$ cat src/rtl/core/gsp_pkg.sv
// ----------------------------------------------------------------------------
// gsp_pkg
// Shared types and constants of the GSM septet pack/unpack unit.
// ----------------------------------------------------------------------------
package gsp_pkg;

  localparam int unsigned SEPTET_W        = 7;
  localparam int unsigned OCTET_W         = 8;
  localparam int unsigned POS_W           = 3;
  localparam logic [SEPTET_W-1:0] SEPTET_MASK  = 7'h7f;
  localparam logic [POS_W-1:0]    GROUP_OCTETS = 3'd7;

  // Default depth of the queue between front and back.
  localparam int unsigned QUEUE_DEPTH_DEF = 4;

  typedef enum logic {
    MODE_PACK   = 1'b0,
    MODE_UNPACK = 1'b1
  } mode_t;

  // One queued transfer group: the results caused by one accepted item.
  typedef struct packed {
    logic               two;    // second result present
    logic [OCTET_W-1:0] byte0;
    logic [OCTET_W-1:0] byte1;
    logic               last;   // set when the item was marked last
  } gsp_entry_t;

endpackage

$ cat src/rtl/core/gsp_stream_if.sv
// ----------------------------------------------------------------------------
// gsp_stream_if
// Valid/ready channels of the septet unit: input, result and config.
// ----------------------------------------------------------------------------
interface gsp_in_if;
  logic       valid;
  logic       ready;
  logic [7:0] data_byte;
  logic       last;

  modport source (output valid, output data_byte, output last, input ready);
  modport sink   (input valid, input data_byte, input last, output ready);
endinterface

interface gsp_out_if;
  logic       valid;
  logic       ready;
  logic [7:0] out_byte;
  logic       out_last;

  modport source (output valid, output out_byte, output out_last, input ready);
  modport sink   (input valid, input out_byte, input out_last, output ready);
endinterface

interface gsp_cfg_if;
  logic valid;
  logic ready;
  logic mode;

  modport source (output valid, output mode, input ready);
  modport sink   (input valid, input mode, output ready);
endinterface

$ cat src/rtl/core/gsp_front.sv
// ----------------------------------------------------------------------------
// gsp_front
// Accepts items, holds mode, group position and carry, and forms the results.
// ----------------------------------------------------------------------------
module gsp_front
  import gsp_pkg::*;
(
  input  logic         clk,
  input  logic         rst_n,
  gsp_cfg_if.sink      cfg_ch,
  gsp_in_if.sink       in_ch,
  input  logic         q_full,
  output logic         push,
  output gsp_entry_t   push_entry
);

  mode_t                mode_r;
  logic [POS_W-1:0]     pos_r, pos_nxt;
  logic [SEPTET_W-1:0]  carry_r, carry_nxt;

  logic                 accept;
  logic                 has_result;

  // pack path
  logic [SEPTET_W-1:0]  p_char;
  logic [3:0]           p_shamt;
  logic [14:0]          p_wide;
  logic [OCTET_W-1:0]   p_octet;
  logic [SEPTET_W-1:0]  p_carry;
  logic [POS_W-1:0]     p_pos;

  // unpack path
  logic [POS_W-1:0]     u_pos;
  logic [SEPTET_W-1:0]  u_carry_in;
  logic [14:0]          u_wide;
  logic [SEPTET_W-1:0]  u_char;
  logic [OCTET_W-1:0]   u_shr;
  logic [SEPTET_W-1:0]  u_carry;
  logic [POS_W-1:0]     u_pos_inc;

  assign cfg_ch.ready = 1'b1;
  assign in_ch.ready  = !q_full;
  assign accept       = in_ch.valid && in_ch.ready;

  // Pack: merge the new septet above the carry.
  assign p_char  = in_ch.data_byte[SEPTET_W-1:0] & SEPTET_MASK;
  assign p_shamt = 4'd8 - {1'b0, pos_r};
  assign p_wide  = {8'd0, p_char} << p_shamt;
  assign p_octet = p_wide[OCTET_W-1:0] | {1'b0, carry_r};
  assign p_carry = (pos_r == '0) ? p_char : ((p_char >> pos_r) & SEPTET_MASK);
  assign p_pos   = pos_r + 3'd1;

  // Unpack: a stray position seven restarts the group.
  assign u_pos      = (pos_r == GROUP_OCTETS) ? '0 : pos_r;
  assign u_carry_in = (pos_r == GROUP_OCTETS) ? '0 : carry_r;
  assign u_wide     = {7'd0, in_ch.data_byte} << u_pos;
  assign u_char     = u_wide[SEPTET_W-1:0] | u_carry_in;
  assign u_shr      = in_ch.data_byte >> (GROUP_OCTETS - u_pos);
  assign u_carry    = u_shr[SEPTET_W-1:0] & SEPTET_MASK;
  assign u_pos_inc  = u_pos + 3'd1;

  always_comb begin
    push_entry = '0;
    has_result = 1'b0;
    pos_nxt    = pos_r;
    carry_nxt  = carry_r;
    unique case (mode_r)
      MODE_PACK: begin
        pos_nxt   = p_pos;
        carry_nxt = p_carry;
        if (pos_r != '0) begin
          has_result       = 1'b1;
          push_entry.byte0 = p_octet;
          if (in_ch.last && (p_pos != '0)) begin
            push_entry.two   = 1'b1;
            push_entry.byte1 = {1'b0, p_carry};
          end
        end else if (in_ch.last) begin
          // first septet of a group flushed as its own octet
          has_result       = 1'b1;
          push_entry.byte0 = {1'b0, p_carry};
        end
      end
      MODE_UNPACK: begin
        has_result       = 1'b1;
        push_entry.byte0 = {1'b0, u_char};
        pos_nxt          = u_pos_inc;
        carry_nxt        = u_carry;
        if (u_pos_inc == GROUP_OCTETS) begin
          push_entry.two   = 1'b1;
          push_entry.byte1 = {1'b0, u_carry};
          pos_nxt          = '0;
          carry_nxt        = '0;
        end
      end
      default: ;
    endcase
    push_entry.last = in_ch.last;
    if (in_ch.last) begin
      pos_nxt   = '0;
      carry_nxt = '0;
    end
  end

  assign push = accept && has_result;

  always_ff @(posedge clk) begin
    if (!rst_n) begin
      mode_r  <= MODE_PACK;
      pos_r   <= '0;
      carry_r <= '0;
    end else if (cfg_ch.valid && cfg_ch.ready) begin
      mode_r  <= mode_t'(cfg_ch.mode);
      pos_r   <= '0;
      carry_r <= '0;
    end else if (accept) begin
      pos_r   <= pos_nxt;
      carry_r <= carry_nxt;
    end
  end

endmodule

$ cat src/rtl/core/gsp_queue.sv
// ----------------------------------------------------------------------------
// gsp_queue
// Short first-in first-out queue of result groups between front and back.
// ----------------------------------------------------------------------------
module gsp_queue
  import gsp_pkg::*;
#(
  parameter int unsigned DEPTH = QUEUE_DEPTH_DEF
) (
  input  logic       clk,
  input  logic       rst_n,
  input  logic       push,
  input  gsp_entry_t push_entry,
  input  logic       pop,
  output logic       full,
  output logic       empty,
  output gsp_entry_t head
);

  localparam int unsigned PTR_W = (DEPTH > 1) ? $clog2(DEPTH) : 1;
  localparam int unsigned CNT_W = $clog2(DEPTH + 1);
  localparam logic [PTR_W-1:0] LAST_PTR = PTR_W'(DEPTH - 1);
  localparam logic [CNT_W-1:0] FULL_CNT = CNT_W'(DEPTH);

  gsp_entry_t       mem_r [DEPTH];
  logic [PTR_W-1:0] wr_ptr_r, rd_ptr_r;
  logic [CNT_W-1:0] count_r;

  assign full  = (count_r == FULL_CNT);
  assign empty = (count_r == '0);
  assign head  = mem_r[rd_ptr_r];

  always_ff @(posedge clk) begin
    if (push) begin
      mem_r[wr_ptr_r] <= push_entry;
    end
  end

  always_ff @(posedge clk) begin
    if (!rst_n) begin
      wr_ptr_r <= '0;
      rd_ptr_r <= '0;
      count_r  <= '0;
    end else begin
      if (push) begin
        wr_ptr_r <= (wr_ptr_r == LAST_PTR) ? '0 : wr_ptr_r + 1'b1;
      end
      if (pop) begin
        rd_ptr_r <= (rd_ptr_r == LAST_PTR) ? '0 : rd_ptr_r + 1'b1;
      end
      if (push && !pop) begin
        count_r <= count_r + 1'b1;
      end else if (pop && !push) begin
        count_r <= count_r - 1'b1;
      end
    end
  end

  a_no_pop_empty: assert property (@(posedge clk) disable iff (!rst_n)
    !(pop && empty))
    else $error("queue popped while empty");

  a_no_push_full: assert property (@(posedge clk) disable iff (!rst_n)
    !(push && full && !pop))
    else $error("queue pushed while full");

  a_count_up: assert property (@(posedge clk) disable iff (!rst_n)
    (push && !pop) |=> (count_r == $past(count_r) + 1'b1))
    else $error("queue count did not advance on push");

endmodule

$ cat src/rtl/core/gsp_back.sv
// ----------------------------------------------------------------------------
// gsp_back
// Drains result groups from the queue, one result per output transfer.
// ----------------------------------------------------------------------------
module gsp_back
  import gsp_pkg::*;
(
  input  logic       clk,
  input  logic       rst_n,
  input  logic       q_empty,
  input  gsp_entry_t head,
  output logic       pop,
  gsp_out_if.source  out_ch
);

  logic sel_r, sel_nxt;
  logic xfer;
  logic final_res;

  assign final_res       = sel_r || !head.two;
  assign out_ch.valid    = !q_empty;
  assign out_ch.out_byte = sel_r ? head.byte1 : head.byte0;
  assign out_ch.out_last = head.last && final_res;

  assign xfer = out_ch.valid && out_ch.ready;
  assign pop  = xfer && final_res;

  always_comb begin
    sel_nxt = sel_r;
    if (xfer) begin
      sel_nxt = !final_res;
    end
  end

  always_ff @(posedge clk) begin
    if (!rst_n) begin
      sel_r <= 1'b0;
    end else begin
      sel_r <= sel_nxt;
    end
  end

endmodule

$ cat src/rtl/core/gsm_septet_pack_unpack_unit.sv
// ----------------------------------------------------------------------------
// gsm_septet_pack_unpack_unit
// GSM 7-bit default alphabet septet packer/unpacker on a byte stream.
// ----------------------------------------------------------------------------
// The unit takes one input item per clock unless its queue is full. In pack
// mode (cfg mode 0) each character's low 7 bits merge with the carried bits
// into packed octets; 8 characters give 7 octets, and an item marked last
// flushes any carry as a final octet. In unpack mode (cfg mode 1) each octet
// gives one character and every seventh octet of a group gives an eighth. An
// item gives zero, one or two results; out_last marks the final result of an
// item marked last. The front forms all results of an item in the cycle it is
// accepted and pushes them as one group into a QUEUE_DEPTH-entry queue; the
// back drains one result per output transfer. A group of two results takes
// an output transfer for each result, so the sustained rate is set by the
// result count at the single output port, and the queue absorbs short bursts
// of two-result items. Input ready drops only when the queue is full. The
// queue registers each group before the back presents it. A config write
// sets mode and clears group position and carry; write it only while idle.
// ----------------------------------------------------------------------------
module gsm_septet_pack_unpack_unit
  import gsp_pkg::*;
#(
  parameter int unsigned QUEUE_DEPTH = QUEUE_DEPTH_DEF
) (
  input  logic      clk,
  input  logic      rst_n,
  gsp_cfg_if.sink   cfg_ch,
  gsp_in_if.sink    in_ch,
  gsp_out_if.source out_ch
);

  logic       q_push;
  logic       q_pop;
  logic       q_full;
  logic       q_empty;
  gsp_entry_t q_wr_entry;
  gsp_entry_t q_head;

  // Front: accept, classify and hold the group state.
  gsp_front u_front (
    .clk        (clk),
    .rst_n      (rst_n),
    .cfg_ch     (cfg_ch),
    .in_ch      (in_ch),
    .q_full     (q_full),
    .push       (q_push),
    .push_entry (q_wr_entry)
  );

  // Queue: decouple front from a stalled output.
  gsp_queue #(
    .DEPTH (QUEUE_DEPTH)
  ) u_queue (
    .clk        (clk),
    .rst_n      (rst_n),
    .push       (q_push),
    .push_entry (q_wr_entry),
    .pop        (q_pop),
    .full       (q_full),
    .empty      (q_empty),
    .head       (q_head)
  );

  // Back: transfer results in order.
  gsp_back u_back (
    .clk     (clk),
    .rst_n   (rst_n),
    .q_empty (q_empty),
    .head    (q_head),
    .pop     (q_pop),
    .out_ch  (out_ch)
  );

endmodule

$ cat src/flat_wrapper.sv
// flat-port wrapper written by rule: the top's interface ports become plain ports
module gsm_septet_pack_unpack_unit_flat import gsp_pkg::*;
#(
  parameter int unsigned QUEUE_DEPTH = QUEUE_DEPTH_DEF
)
  (clk, rst_n, cfg_ch_valid, cfg_ch_mode, cfg_ch_ready, in_ch_valid, in_ch_data_byte, in_ch_last, in_ch_ready, out_ch_valid, out_ch_out_byte, out_ch_out_last, out_ch_ready);
  gsp_cfg_if cfg_ch_i ();
  gsp_in_if in_ch_i ();
  gsp_out_if out_ch_i ();
  input  logic clk;
  input  logic rst_n;
  input wire logic [$bits(cfg_ch_i.valid)-1:0] cfg_ch_valid;
  input wire logic [$bits(cfg_ch_i.mode)-1:0] cfg_ch_mode;
  output wire logic [$bits(cfg_ch_i.ready)-1:0] cfg_ch_ready;
  input wire logic [$bits(in_ch_i.valid)-1:0] in_ch_valid;
  input wire logic [$bits(in_ch_i.data_byte)-1:0] in_ch_data_byte;
  input wire logic [$bits(in_ch_i.last)-1:0] in_ch_last;
  output wire logic [$bits(in_ch_i.ready)-1:0] in_ch_ready;
  output wire logic [$bits(out_ch_i.valid)-1:0] out_ch_valid;
  output wire logic [$bits(out_ch_i.out_byte)-1:0] out_ch_out_byte;
  output wire logic [$bits(out_ch_i.out_last)-1:0] out_ch_out_last;
  input wire logic [$bits(out_ch_i.ready)-1:0] out_ch_ready;
  assign cfg_ch_i.valid = cfg_ch_valid;
  assign cfg_ch_i.mode = cfg_ch_mode;
  assign cfg_ch_ready = cfg_ch_i.ready;
  assign in_ch_i.valid = in_ch_valid;
  assign in_ch_i.data_byte = in_ch_data_byte;
  assign in_ch_i.last = in_ch_last;
  assign in_ch_ready = in_ch_i.ready;
  assign out_ch_valid = out_ch_i.valid;
  assign out_ch_out_byte = out_ch_i.out_byte;
  assign out_ch_out_last = out_ch_i.out_last;
  assign out_ch_i.ready = out_ch_ready;
  gsm_septet_pack_unpack_unit #(.QUEUE_DEPTH(QUEUE_DEPTH)) u_core (.clk(clk), .rst_n(rst_n), .cfg_ch(cfg_ch_i), .in_ch(in_ch_i), .out_ch(out_ch_i));
endmodule
$ cat config.mk
export PLATFORM = sky130hd
export DESIGN_NAME = gsm_septet_pack_unpack_unit_flat
export DESIGN_NICKNAME = d
export VERILOG_FILES = /design/src/rtl/core/gsp_pkg.sv /design/src/rtl/core/gsp_stream_if.sv /design/src/rtl/core/gsp_front.sv /design/src/rtl/core/gsp_queue.sv /design/src/rtl/core/gsp_back.sv /design/src/rtl/core/gsm_septet_pack_unpack_unit.sv /design/src/flat_wrapper.sv
export SDC_FILE = /design/constraint.sdc
export NUM_CORES = 1
export LEC_CHECK = 0
export ABC_CLOCK_PERIOD_IN_PS = 3500
export BUFFER_PORTS_ARGS = -buffer_cell sky130_fd_sc_hd__buf_4
export CAP_MARGIN = 20
export CORE_MARGIN = 4
export CORE_UTILIZATION = 50
export CTS_BUF_LIST = sky130_fd_sc_hd__clkbuf_8
export DETAILED_ROUTE_END_ITERATION = 10
export HOLD_SLACK_MARGIN = 0.02
export PLACE_DENSITY = 0.69
export SLEW_MARGIN = 20
export SYNTH_ARGS = -nofsm -noshare
export SYNTH_HDL_FRONTEND = slang
export SYNTH_SLANG_ARGS = --single-unit
$ cat constraint.sdc
create_clock -name clk -period 3.5 [get_ports clk]
set_input_delay 0.525 -clock clk [delete_from_list [all_inputs] [get_ports clk]]
set_output_delay 0.525 -clock clk [all_outputs]
set_load 0.05 [all_outputs]
======== Word-level counts from Yosys, hierarchy flattened ========
Memory sizes are Yosys's and may differ from the RTL's. A register that Yosys moved wholly into a read port is not among the register bits.
Cells that the tools add are included.
word-level totals
  logic and storage cells ................. 80
  input bits .............................. 15
  bits in registers ....................... 19
  bits in read-only memories .............. 0
  memories ................................ 1
  output and inout port bits .............. 12
  latch bits .............................. 0
  memory bits (writable) .................. 72
memory list
  name                  depth  width  read ports  clocked after memory_dff  wr ports  RTL line         source
  u_core.u_queue.mem_r  4      18     1           1                         1         gsp_queue.sv:25  gsp_entry_t mem_r [DEPTH];
cells by class
  bitwise gates (word level) .............. 4
  equality and inequality tests ........... 5
  add/sub/neg operators ................... 8
  mux-type cells .......................... 30
  order comparisons ....................... 0
  multipliers ............................. 0
  reductions and logical operators ........ 21
  shifts and indexed selects .............. 4
  divide/modulo/power cells ............... 0
operators by type and width
  operator                                                             count
  7-bit 2-to-1 mux                                                     7
  17-bit case mux with 2 select lines                                  1
  8-bit 2-to-1 mux                                                     3
  3-bit 2-to-1 mux                                                     5
  7-bit case mux with 2 select lines                                   1
  3-bit by 1-bit adder with 3-bit output (second input constant)       3
  3-bit == test (second input constant)                                3
  1-bit logical AND                                                    8
  2-bit 2-to-1 mux                                                     4
  8-bit by 7-bit OR with 8-bit output                                  1
  7-bit by 4-bit left shift with 8-bit output                          1
  8-bit by 3-bit left shift with 7-bit output                          1
  8-bit by 3-bit >> shifter with 7-bit output                          1
  1-bit 2-to-1 mux                                                     7
  7-bit OR                                                             1
  7-bit by 3-bit >> shifter with 7-bit output                          1
  1-bit logical NOT                                                    6
  3-bit logical NOT                                                    2
  3-bit case mux with 2 select lines                                   1
  3-bit nonzero test                                                   2
  2-bit by 1-bit adder with 2-bit output (second input constant)       2
  2-bit == test (second input constant)                                2
  4-bit by 3-bit subtractor with 4-bit output (first input constant)   1
  3-bit by 1-bit subtractor with 3-bit output (second input constant)  1
  other kinds (6)                                                      7

======== Longest topological paths before layout ========
Gate-level depths: netlist of run 1.
  word-level depth ........................ 8
  depth in mapped cells ................... 13
  depth with buffers taken out ............ 12

======== Hierarchy ========
From an unflattened synthesis of run 1, not the netlist that was laid out.
second synthesis, totals
  cells, all modules ...................... 425
  area, all modules ....................... 5,211.2 µm²
modules (own cells, without submodules)
  module     sequential area each (µm²)  cells each  times used  area an instance (µm²)
  gsp_queue  2,342.2                     138         1           3,096.7
  gsp_front  220.2                       270         1           1,940.6
  gsp_back   20.0                        17          1           173.9

======== Worst setup path after synthesis of run 1 ========
OpenSTA, ideal clock, no wires.
  path type ............................... register to register
  start ................................... register u_core.u_front.pos_r[1]
  end ..................................... register u_core.u_queue.count_r[2]
  clock period less this slack ............ 2.784 ns
  library setup time ...................... 0.076 ns
  path buffers ............................ 1
  data required time ...................... 3.424 ns
  path slack .............................. 0.716 ns
  data arrival time ....................... 2.709 ns
  stages on the path, launching flop included .. 14
  cells stage by stage .................... dfxtp_1 > buf_6 > inv_1 > ha_1 > ha_1 > or2b_1 > nor2_1 > nor2_2 > ha_1 > inv_1 > fa_1 > xor2_1 > or3_1 > a21boi_0
on the way
  longest elaborated chain between the ends .. 7
  elaborated cells between the ends (all ways) .. 9
  classes of those cells .................. mux (3); reduce/logical (6)
ends and longest elaborated chain
  item                                  RTL line                           source
  from (decl)                           gsp_front.sv:18                    logic [POS_W-1:0] pos_r, pos_nxt;
  from (signal assigned)                gsp_front.sv:117                   pos_r <= pos_nxt;
  3-bit nonzero test *                  gsp_front.sv:71                    if (pos_r != '0) begin
  1-bit 2-to-1 mux *                    gsp_front.sv:71
  1-bit case mux with 2 select lines *  gsp_front.sv:67                    unique case (mode_r)
  1-bit logical AND *                   gsp_front.sv:105                   assign push = accept && has_result;
  named net u_core.q_push               gsm_septet_pack_unpack_unit.sv:32  logic q_push;
  1-bit logical NOT                     gsp_queue.sv:53                    end else if (pop && !push) begin
  1-bit logical AND                     gsp_queue.sv:53
  2-bit nonzero test (no source line)   --
  to (signal assigned)                  gsp_queue.sv:52                    count_r <= count_r + 1'b1;
  to (signal assigned)                  gsp_queue.sv:54                    count_r <= count_r - 1'b1;
  to (decl)                             gsp_queue.sv:27                    logic [CNT_W-1:0] count_r;
Mark *: on every way through the listed nets, which the timed path passes. The rest lies on a longest branch.
A chain may end at the register's enable or synchronous reset.

==> run_results.csv, run 1 <==
group,metric,value,unit
clock_tree,cts_tree,"yes",
synth,synth_top_family_by_area,"compound AO/OA/AOI/OAI gates",
place,placed_cell_area,0.00532,mm^2
die,ios,27,
grt,grt_pass1_wl,19300,um
place,routabilityCongestion,0.940,
layout,final_nets,474,
power,p_seq_share,45.1,%
timing,period_needed,2.84,ns
synth,synth_xor_area_share,0.670,%
detailed_routing,wl,12200,um
synth,synth_warnings,0,
place,dp_hpwl,8540,um
setup_path,critPathKind,"flip-flop to flip-flop",
die,dieArea,0.0117,mm^2
timing,fin_crit_sh,81.1,%
grt,first_global_vias,3508,
detailed_routing,vias_per_cell,6.20,
die,core,0.00977,mm^2
synth,synth_top_flop_cell,"edfxtp_1",
grt,grt_max_degree,39,
power,powerDensity,506,mW/mm^2
layout,antennaDiodeCount,0,
synth,synth_edf_count,68,
die,fp.dieH,108,um
grt,antenna_found_initial,0,
clock_tree,clock_path_buffers,2,
clock_tree,ctsResizeCount,0,
power,swShare,34.5,%
setup_path,critPathMaxFanout,12,
detailed_routing,num_vias,3621,
clock_tree,clkTransAtPathRegs,0.11,ns
synth,ys_top_cells_by_area,"edfxtp_1 (41%), mux4_2 (8.9%), dfxtp_1 (8.3%)",
timing,rsz0062_at_grt,"false",
die,fp.dieW,108,um
setup_path,start_kind,"flip-flop",
layout,syn2layout_area_growth,9.51,%
clock_tree,cts_root_buffer,"clkbuf_8",
power,intPower,1830,uW
layout,drive_gt1_share,22.6,%
job,drv_cap,0,
power,clockPowerShare,24.7,%
detailed_routing,drt_pass1_iterations,5,
setup_path,cp-end-kind,"flip-flop",
synth,synth_fp_nets,454,
clock_tree,cts.sinks,89,
place,port_buffers,25,
power,ir_drop,0.273,mV
status,outcome,"finished, final reports clean",
place,dpl.cell_count,568,
synth,async_flop_share,0,%
timing,setup_violations,0,
clock_tree,holdBufCountCts,0,
layout,final_cell_mix,"edfxtp_1 (68), buf_4 (41), nand2_1 (30)",
synth,synth_mux_area_share,14.0,%
clock_tree,clk_latency,0.37,ns
layout,utilization,56.5,%
die,rows,36,
setup_path,required,3.72,ns
timing,slew_headroom,54.2,%
synth,syn_inst,426,
detailed_routing,wl_per_cell,21.0,um
grt,grt_usage,21.9,%
power,comb_power_share,30.2,%
layout,fin_area,0.00552,mm^2
clock_tree,cts_setup_buffers,0,
detailed_routing,drt_iter0_drc,317,
power,p_switching,964,uW
grt,gr-total-overflow,0,
synth,netlist.area_leader.share,40.5,%
synth,syn_avg_cell_area,11.8,um^2
detailed_routing,ant_nets,0,
hold_path,hp-class,"primary input to flip-flop",
detailed_routing,drc,0,
synth,synth-compound-area-share,15.1,%
power,p_leak,0.00195,uW
synth,syn-cell-area,0.00504,mm^2
timing,fmax,0.352,GHz
synth,yosys.area_share.adder,3.38,%
timing,slew_viol_final,0,
timing,worst_pin_slew,0.680,ns
clock_tree,cts_buffers,9,
clock_tree,h-tree-depth,3,
layout,final_common_cell,"edfxtp_1",
synth,ys_seq_area_share,48.9,%
synth,synth_cell_types,77,
die,initial_core_util,51.6,%
synth,synth-simple-area-share,12.7,%
synth,ys_ff_latch,89,
synth,synth_area_leader_cell,"edfxtp_1",
timing,final.setup.tns,0,ns
timing,hold_viol,0,
timing,clock_skew,0.0193,ns
layout,final_cells,584,
setup_path,arrival,3.06,ns
[state kept, by name, indices dropped and copies added (netlist names), named ones only]
signal / cells
u_core.u_queue.mem_r: 68
u_core.u_front.carry_r: 7
u_core.u_front.pos_r: 3
u_core.u_queue.count_r: 3
u_core.u_queue.rd_ptr_r: 2
u_core.u_queue.wr_ptr_r: 2
u_core.u_back.sel_r: 1
u_core.u_front.mode_r: 1
[power by group through the flow]
stage | Combinational [uW] | Clock, uW | Sequential (uW)
6_report | 842 | 691 | 1260
5_1_grt | 910 | 755 | 1270
4_1_cts | 847 | 707 | 1260
3_5_place_dp | 843 | 0 | 1290
3_3_place_gp | 838 | 0 | 1280
2_1_floorplan | 650 | 0 | 1260
[worst paths after layout]
kind,slack (ns),endpoint,cells after the start,from
worst min-delay path,0.42,u_core.u_front.mode_r,3,cfg_ch_mode
worst max register to register,0.66,u_core.u_queue.mem_r[0][5],8,u_core.u_front.pos_r[0]
worst min register to register,0.52,u_core.u_queue.count_r[2],2,u_core.u_queue.count_r[2]
worst max-delay path,0.66,u_core.u_queue.mem_r[0][5],8,u_core.u_front.pos_r[0]
[cell families (layout without fill, tap and decap cells)]
logic type                 count (synthesis)  in the layout
buffers and inverters                     52             77
muxes                                     44             44
DFF                                       89             89
AOI/OAI and AO/OA                        106            106
adders and majority gates                 13             13
and+or+nand+nor                          118            118
xor gates and xnor gates                   3              3
other                                      1              1
[synth_stat cells, types with 2 or more instances]
cell type / n
buf_6: 6
o211a_1: 3
a31oi_1: 8
a221o_1: 3
o211ai_1: 2
a221oi_1: 2
or3_1: 5
a22oi_1: 5
mux4_2: 20
buf_2: 9
o21ai_1: 3
o22ai_1: 4
nand2_1: 30
nor2b_1: 14
nand3b_1: 4
dfxtp_1: 21
nor2_1: 23
a211oi_1: 6
o31a_1: 3
clkbuf_1: 12
ha_1: 12
a211o_1: 3
and2_1: 9
inv_2: 2
a2111oi_0: 2
a22o_1: 3
mux2_2: 10
nand2b_1: 4
nand3_1: 4
o21ai_0: 19
mux2i_1: 14
a21boi_0: 2
o311ai_1: 2
and3_1: 3
buf_4: 4
edfxtp_1: 68
o32ai_1: 2
nor4_1: 3
a21oi_1: 19
inv_1: 18
nor3_1: 4
[stage by stage]
step	hold slack (ns)	setup WS [ns]	total power, uW
2_1_floorplan	0.467	0.716	1910
3_3_place_gp	0.478	0.732	2120
3_5_place_dp	0.504	0.690	2130
4_1_cts	0.403	0.662	2820
5_1_grt	0.449	0.491	2930
6_report	0.416	0.660	2790
[layout make-up]
cell class | instances | area (um^2)
multi-input cells | 285 | 2310
inverters | 20 | 75.1
clock inverters | 7 | 72.6
clock buffers | 9 | 124
well taps | 133 | 166
repair buffers | 41 | 308
flip-flops and latches | 89 | 2460
fillers | 849 | 4260
[per-layer routing]
layer / track usage (%) / part of all wire [%] / vias up
met5: 0 / 0 / -
met4: 7.21 / 2.1 / 0
met3: 4.30 / 6.7 / 24
met2: 35.5 / 48 / 152
met1: 29.8 / 43 / 1784
li1: - / - / 1661
[critical path: stages (launching register included)]
cell,delay (ns)
dfxtp_1,0.39
inv_2,0.11
ha_1,0.20
ha_1,0.20
buf_4,0.18
nor2_1,0.23
nand3_1,0.38
o41ai_1,0.76
buf_4,0.25
No activity file was read; power rests on OpenSTA's default activity.
==> run 2, diff against run 1 <==
--- a/config.mk
+++ b/config.mk
@@ -5,7 +5,8 @@
 export SDC_FILE = /design/constraint.sdc
 export NUM_CORES = 1
 export LEC_CHECK = 0
-export ABC_CLOCK_PERIOD_IN_PS = 3500
+export ABC_AREA = 1
+export ABC_CLOCK_PERIOD_IN_PS = 2300
 export BUFFER_PORTS_ARGS = -buffer_cell sky130_fd_sc_hd__buf_4
 export CAP_MARGIN = 20
 export CORE_MARGIN = 4
@@ -13,7 +14,7 @@
 export CTS_BUF_LIST = sky130_fd_sc_hd__clkbuf_8
 export DETAILED_ROUTE_END_ITERATION = 10
 export HOLD_SLACK_MARGIN = 0.02
-export PLACE_DENSITY = 0.69
+export PLACE_DENSITY = 0.72
 export SLEW_MARGIN = 20
 export SYNTH_ARGS = -nofsm -noshare
 export SYNTH_HDL_FRONTEND = slang
==> constraint.sdc (replaced) <==
create_clock -name clk -period 2.3 [get_ports clk]
set_input_delay 0.345 -clock clk [delete_from_list [all_inputs] [get_ports clk]]
set_output_delay 0.345 -clock clk [all_outputs]
set_load 0.05 [all_outputs]
==> run_results.csv, run 2 <==
group,metric,value,unit
detailed_routing,ant_nets,0,
grt,gr-total-overflow,0,
setup_path,path_cells,"inv_1, ha_1, ha_1, inv_1, nor2_1, a21oi_2, ha_1, inv_1, fa_1, nor2_1, nor2_1, nand2_1, o21ai_0, a21oi_1",
layout,syn2layout_area_growth,17.1,%
clock_tree,holdBufCountCts,0,
detailed_routing,drc,0,
detailed_routing,drt_pass1_iterations,5,
setup_path,cp-end-kind,"flip-flop",
power,comb_power_share,40.4,%
synth,ys_top_cells_by_area,"edfxtp_1 (43%), dfxtp_1 (8.9%), nand2_1 (8.9%)",
setup_path,start_kind,"flip-flop",
synth,synth_fp_nets,595,
clock_tree,clk_latency,0.36,ns
setup_path,critPathKind,"flip-flop to flip-flop",
synth,synthTopCellsByCount,"nand2_1 (112), nor2_1 (92), edfxtp_1 (68), o21ai_0 (67), nand3_1 (47)",
layout,final_cell_mix,"nand2_1 (111), nor2_1 (88), edfxtp_1 (68)",
setup_path,critPathMaxFanout,4,
layout,final_common_cell,"nand2_1",
place,dp_hpwl,9550,um
detailed_routing,vias_per_cell,5.57,
detailed_routing,num_vias,4156,
layout,utilization,60.1,%
setup_path,crit_family,"adder cells",
synth,synth_area_leader_cell,"edfxtp_1",
setup_path,critPathLaunch,"u_core.u_front.pos_r[1]",
detailed_routing,wl_per_cell,17.4,um
synth,synth_cell_types,30,
synth,ys_ff_latch,89,
setup_path,path_buf_inv,3,
timing,period_needed,2.17,ns
synth,netlist.area_leader.share,43.1,%
grt,grt_pass1_wl,21000,um
timing,slew_viol_final,0,
status,outcome,"finished, final reports clean",
timing,final.setup.tns,0,ns
synth,async_flop_share,0,%
setup_path,rr_endpoint,"u_core.u_queue.count_r[2]",
grt,grt_max_degree,33,
layout,largest_register_ffs,68,
hold_path,hp-class,"primary input to flip-flop",
die,fp.dieW,105,um
setup_path,cp_slowest_cell,"fa_1",
layout,drive_gt1_share,15.2,%
layout,largest_register,"u_core.u_queue.mem_r",
synth,synth_top_flop_cell,"edfxtp_1",
power,powerDensity,963,mW/mm^2
clock_tree,clock_path_buffers,2,
synth,syn_avg_cell_area,8.36,um^2
timing,hold_viol,0,
clock_tree,h-tree-depth,3,
place,port_buffers,25,
grt,grt_usage,24.2,%
die,ios,27,
setup_path,cp.depth,14,
die,dieArea,0.0111,mm^2
setup_path,endpoint,"u_core.u_queue.count_r[2]",
timing,fmax,0.460,GHz
synth,syn_inst,567,
clock_tree,cts.sinks,89,
job,drv_cap,0,
die,fp.dieH,105,um
layout,fillers,822,
timing,setup_violations,0,
die,core,0.00924,mm^2
power,clockPowerShare,22.6,%
setup_path,required,2.60,ns
setup_path,slowest_delay,0.38,ns
place,routabilityCongestion,0.940,
layout,antennaDiodeCount,0,
layout,reg_top3,"u_core.u_queue.mem_r x68, u_core.u_front.carry_r x7",
die,rows,35,
power,p_seq_share,37.0,%
synth,synth_edf_count,68,
setup_path,arrival,2.47,ns
detailed_routing,drt_iter0_drc,356,
power,intPower,3200,uW
clock_tree,clkTransAtPathRegs,0.10,ns
timing,clock_skew,0.0123,ns
detailed_routing,wl,12900,um
power,p_switching,2150,uW
die,initial_core_util,51.3,%
timing,fin_crit_sh,94.5,%
power,swShare,40.1,%
setup_path,worstRegToRegCells,14,
power,p_leak,0.00222,uW
synth,post-synth-top-count-cell,"nand2_1",
setup_path,reg2reg_from,"u_core.u_front.pos_r[1]",
layout,final_nets,640,
synth,syn-cell-area,0.00474,mm^2
grt,antenna_found_initial,0,
clock_tree,cts_root_buffer,"clkbuf_8",
synth,synth_warnings,0,
power,ir_drop,0.425,mV
clock_tree,cts_tree,"yes",
synth,ys_seq_area_share,51.9,%
clock_tree,cts_buffers,9,
grt,first_global_vias,4102,
setup_path,reg2reg_slack,0.13,ns
-- run 2: cell count changes after synthesis, moves of 14 or more --
cell | before | now
inv_1 | 18 | 46
mux2i_1 | 14 | 0
mux4_2 | 20 | 0
nand2_1 | 30 | 112
nand3_1 | 4 | 47
nor2_1 | 23 | 92
nor2b_1 | 14 | 0
o21ai_0 | 19 | 67
-- run 2: worst min-delay path by stage --
stage	startpoint	end	depth (start not counted)	slack, ns
after floorplan	in_ch_last	u_core.u_queue.mem_r[0][0]	0	0.44
after detailed placement	u_core.u_front.carry_r[6]	u_core.u_front.carry_r[6]	2	0.46
after global placement	u_core.u_front.carry_r[4]	u_core.u_front.carry_r[4]	2	0.45
final	cfg_ch_valid	u_core.u_front.mode_r	3	0.26
after CTS	cfg_ch_valid	u_core.u_front.mode_r	3	0.26
after global routing	in_ch_last	u_core.u_queue.mem_r[2][0]	1	0.27
-- run 2: through the flow --
step	power (uW)	cell area, um^2	setup slack (ns)	std cells	hold WS (ns)
detailed placement	4130	5270	0.0218	729	0.461
finish	5350	5550	0.127	746	0.265
global placement	4090	5270	0.0764	729	0.454
global route	5660	5550	-0.0220	746	0.267
CTS	5320	5500	0.00487	745	0.263
floorplan	3450	4750	0.0402	567	0.444
-- run 2: cell families after synthesis --
kind of cell,Yosys count,synth area share [%]
AO/OA/AOI/OAI,134,15.8
AND/OR/NAND/NOR,258,22.2
adder cells (fa/ha/maj),13,3.59
other,1,0.0791
buffers and inverters,72,6.33
flip-flops,89,51.9
-- run 2: worst min-delay path, stage by stage --
cell and delay (ns):
buf_4 0.08, inv_1 0.05, a21oi_1 0.12
-- run 2: cell type report --
cell class / instances / area (um^2) / share of cell area, %
inverter: 49 / 189 / 3.40
multi-input combinational: 406 / 2010 / 36.2
clock buffer: 9 / 124 / 2.23
tap: 129 / 161 / 2.91
timing repair buffer: 57 / 498 / 8.97
sequential: 89 / 2470 / 44.4
clock inverter: 7 / 103 / 1.85
-- run 2: repair_timing --
action                                  in CTS  in global routing
setup buffers                                0                  1
endpoints found under the setup margin       1                 64
hold endpoints to repair                     0                  0
pin swaps                                    0                  1
gates resized for setup                      1                 11
-- run 2: power by group through the flow --
stage / registers (uW) / logic, uW / clock network (uW)
6_report: 1980 / 2160 / 1210
5_1_grt: 2000 / 2370 / 1290
4_1_cts: 1970 / 2130 / 1220
3_5_place_dp: 2010 / 2120 / 0
3_3_place_gp: 2000 / 2090 / 0
2_1_floorplan: 1980 / 1470 / 0
-- run 2: per-layer routing --
layer	wire, um	track usage (%)
met1	5330	29.9
met2	6340	41.3
met5	0	0
met4	496	11.6
met3	775	3.61
==> run 3, diff against run 2 <==
--- a/config.mk
+++ b/config.mk
@@ -18,4 +18,5 @@
 export SLEW_MARGIN = 20
 export SYNTH_ARGS = -nofsm -noshare
 export SYNTH_HDL_FRONTEND = slang
+export SYNTH_HIERARCHICAL = 1
 export SYNTH_SLANG_ARGS = --single-unit
==> run_results.csv, run 3 <==
group,metric,value,unit
status,outcome,"finished, final reports clean",
layout,final_nets,656,
clock_tree,cts_buffers,9,
setup_path,path_buf_inv,6,
hold_path,hp-class,"primary input to flip-flop",
synth,netlist.area_leader.share,42.1,%
clock_tree,h-tree-depth,3,
clock_tree,clk_latency,0.36,ns
die,initial_core_util,51.9,%
synth,syn_inst,589,
synth,synth_fp_nets,617,
detailed_routing,drt_iter0_drc,376,
timing,rsz0062_at_grt,"true",
setup_path,critPathMaxFanout,4,
layout,largest_register,"u_core/u_queue/mem_r",
die,fp.dieW,109,um
place,routabilityCongestion,0.979,
die,dieArea,0.0120,mm^2
setup_path,cp-end-kind,"flip-flop",
layout,drive_gt1_share,17.2,%
detailed_routing,vias_per_cell,5.60,
power,p_leak,0.00237,uW
setup_path,crit_family,"adder cells",
synth,synth_edf_count,72,
synth,syn_avg_cell_area,8.72,um^2
place,place_ws,0.0632,ns
place,dp_hpwl,10000,um
layout,reg_top3,"u_core/u_queue/mem_r x72, u_core/u_front/carry_r x7",
clock_tree,cts.sinks,93,
power,powerDensity,986,mW/mm^2
synth,ys_ff_latch,93,
synth,syn-cell-area,0.00514,mm^2
grt,gr-total-overflow,0,
detailed_routing,drc,0,
place,port_buffers,25,
synth,synth_area_leader_cell,"edfxtp_1",
grt,grt_usage,24.5,%
layout,final_cell_mix,"nand2_1 (146), edfxtp_1 (72), nor2_1 (59)",
place,dpl.cell_count,749,
layout,largest_register_ffs,72,
die,rows,36,
timing,hold_viol,0,
layout,syn2layout_area_growth,12.8,%
setup_path,critPathKind,"flip-flop to flip-flop",
clock_tree,cts_tree,"yes",
timing,clock_skew,0.0104,ns
timing,slew_viol_final,0,
power,ir_drop,0.825,mV
synth,synth_cell_types,46,
grt,antenna_found_initial,0,
timing,fmax,0.458,GHz
setup_path,path_cells,"inv_4, ha_1, ha_2, inv_2, nor2_4, inv_2, o21ai_1, inv_1, ha_2, inv_2, fa_2, nand2_1, nand3_1, nand2_1, inv_1, nor2_1",
synth,async_flop_share,0,%
detailed_routing,ant_nets,0,
synth,synthTopCellsByCount,"nand2_1 (146), edfxtp_1 (72), nor2_1 (61), o21ai_0 (44)",
timing,period_needed,2.18,ns
detailed_routing,drt_pass1_iterations,5,
synth,synth_warnings,6,
layout,fin_area,0.00580,mm^2
clock_tree,clock_path_buffers,2,
timing,timing.final.ws_setup,0.118,ns
die,ios,27,
clock_tree,holdBufCountCts,0,
setup_path,crit_path_frequent_cell,"inv_2",
setup_path,cp_slowest_cell,"fa_2",
layout,final_common_cell,"nand2_1",
synth,ys_seq_area_share,50.3,%
synth,post-synth-top-count-cell,"nand2_1",
synth,ys_top_cells_by_area,"edfxtp_1 (42%), nand2_1 (11%), dfxtp_1 (8.2%)",
detailed_routing,wl_per_cell,18.0,um
setup_path,start_kind,"flip-flop",
detailed_routing,num_vias,4286,
detailed_routing,wl,13800,um
layout,antennaDiodeCount,0,
die,fp.dieH,109,um
place,placed_cell_area,0.00554,mm^2
grt,grt_pass1_wl,21900,um
layout,final_cells,766,
clock_tree,cts_root_buffer,"clkbuf_8",
job,drv_cap,0,
timing,fin_crit_sh,94.9,%
grt,first_global_vias,4159,
synth,synth_top_flop_cell,"edfxtp_1",
setup_path,slowest_delay,0.39,ns
die,core,0.00991,mm^2
setup_path,required,2.60,ns
clock_tree,clkTransAtPathRegs,0.10,ns
timing,setup_violations,0,
grt,grt_max_degree,29,
setup_path,arrival,2.48,ns
[run 3: cell type report]
cell class / count / area (um^2)
clock buffer: 10 / 138
clock inverter: 6 / 77.6
fill: 887 / 4110
inverter: 55 / 230
multi-input combinational: 418 / 2160
sequential: 93 / 2590
tap: 133 / 166
timing repair buffer: 51 / 437
[run 3: cells by family after synthesis]
kind of cell | Yosys count | synth area share [%]
buf+inv | 78 | 8.45
fa+ha+maj | 13 | 3.31
simple gates | 275 | 23.8
other cells | 2 | 0.146
xor+xnor | 1 | 0.170
flops | 93 | 50.3
compound gates | 127 | 13.9
[run 3: stage by stage]
| stage | hold slack (ns) | TNS, ns | utilization (%) | total power (uW) |
|---|---|---|---|---|
| detailed placement | 0.463 | 0 | 55.9 | 4550 |
| CTS | 0.246 | 0 | 58.2 | 5720 |
| global placement | 0.456 | 0 | 55.9 | 4500 |
| global route | 0.244 | -0.0246 | 58.5 | 6040 |
| finish | 0.266 | 0 | 58.5 | 5710 |
| floorplan | 0.445 | -0.00161 | - | 3920 |
[run 3: repair_timing]
item,4_1_cts,5_1_grt
resized for setup,1,11
endpoints found under the setup margin,1,29
setup buffers,0,1
pin swaps,0,1
gates cloned,0,0
[run 3: tightest hold or removal path, delay by kind of cell]
family / cells / cell delay (ns)
and+or+nand+nor: 2 / 0.10
buffers and inverters: 1 / 0.14
[run 3: worst paths after layout]
kind                                                start                        end  slack, ns  cells after the start
worst max register to register    u_core/u_front/pos_r[1]  u_core/u_queue/count_r[2]       0.12                     16
worst min-delay path                                rst_n  u_core/u_queue/count_r[2]       0.27                      3
worst max-delay path              u_core/u_front/pos_r[1]  u_core/u_queue/count_r[2]       0.12                     16
worst min register to register  u_core/u_front/carry_r[2]  u_core/u_front/carry_r[2]       0.47                      2
[run 3: routing by layer]
layer,up-vias,routed length [um],global-route usage [%]
met4,0,587,11.7
met1,2023,5900,31.3
met3,40,715,3.93
li1,2090,-,-
met2,133,6590,40.8
met5,-,0,0
[run 3: power breakdown]
part           switching [uW]  total, uW  leakage (uW)  internal [uW]
clock                     614       1170      0.000107            556
combinational            1680       2450       0.00142            771
sequential                106       2090      0.000846           1990
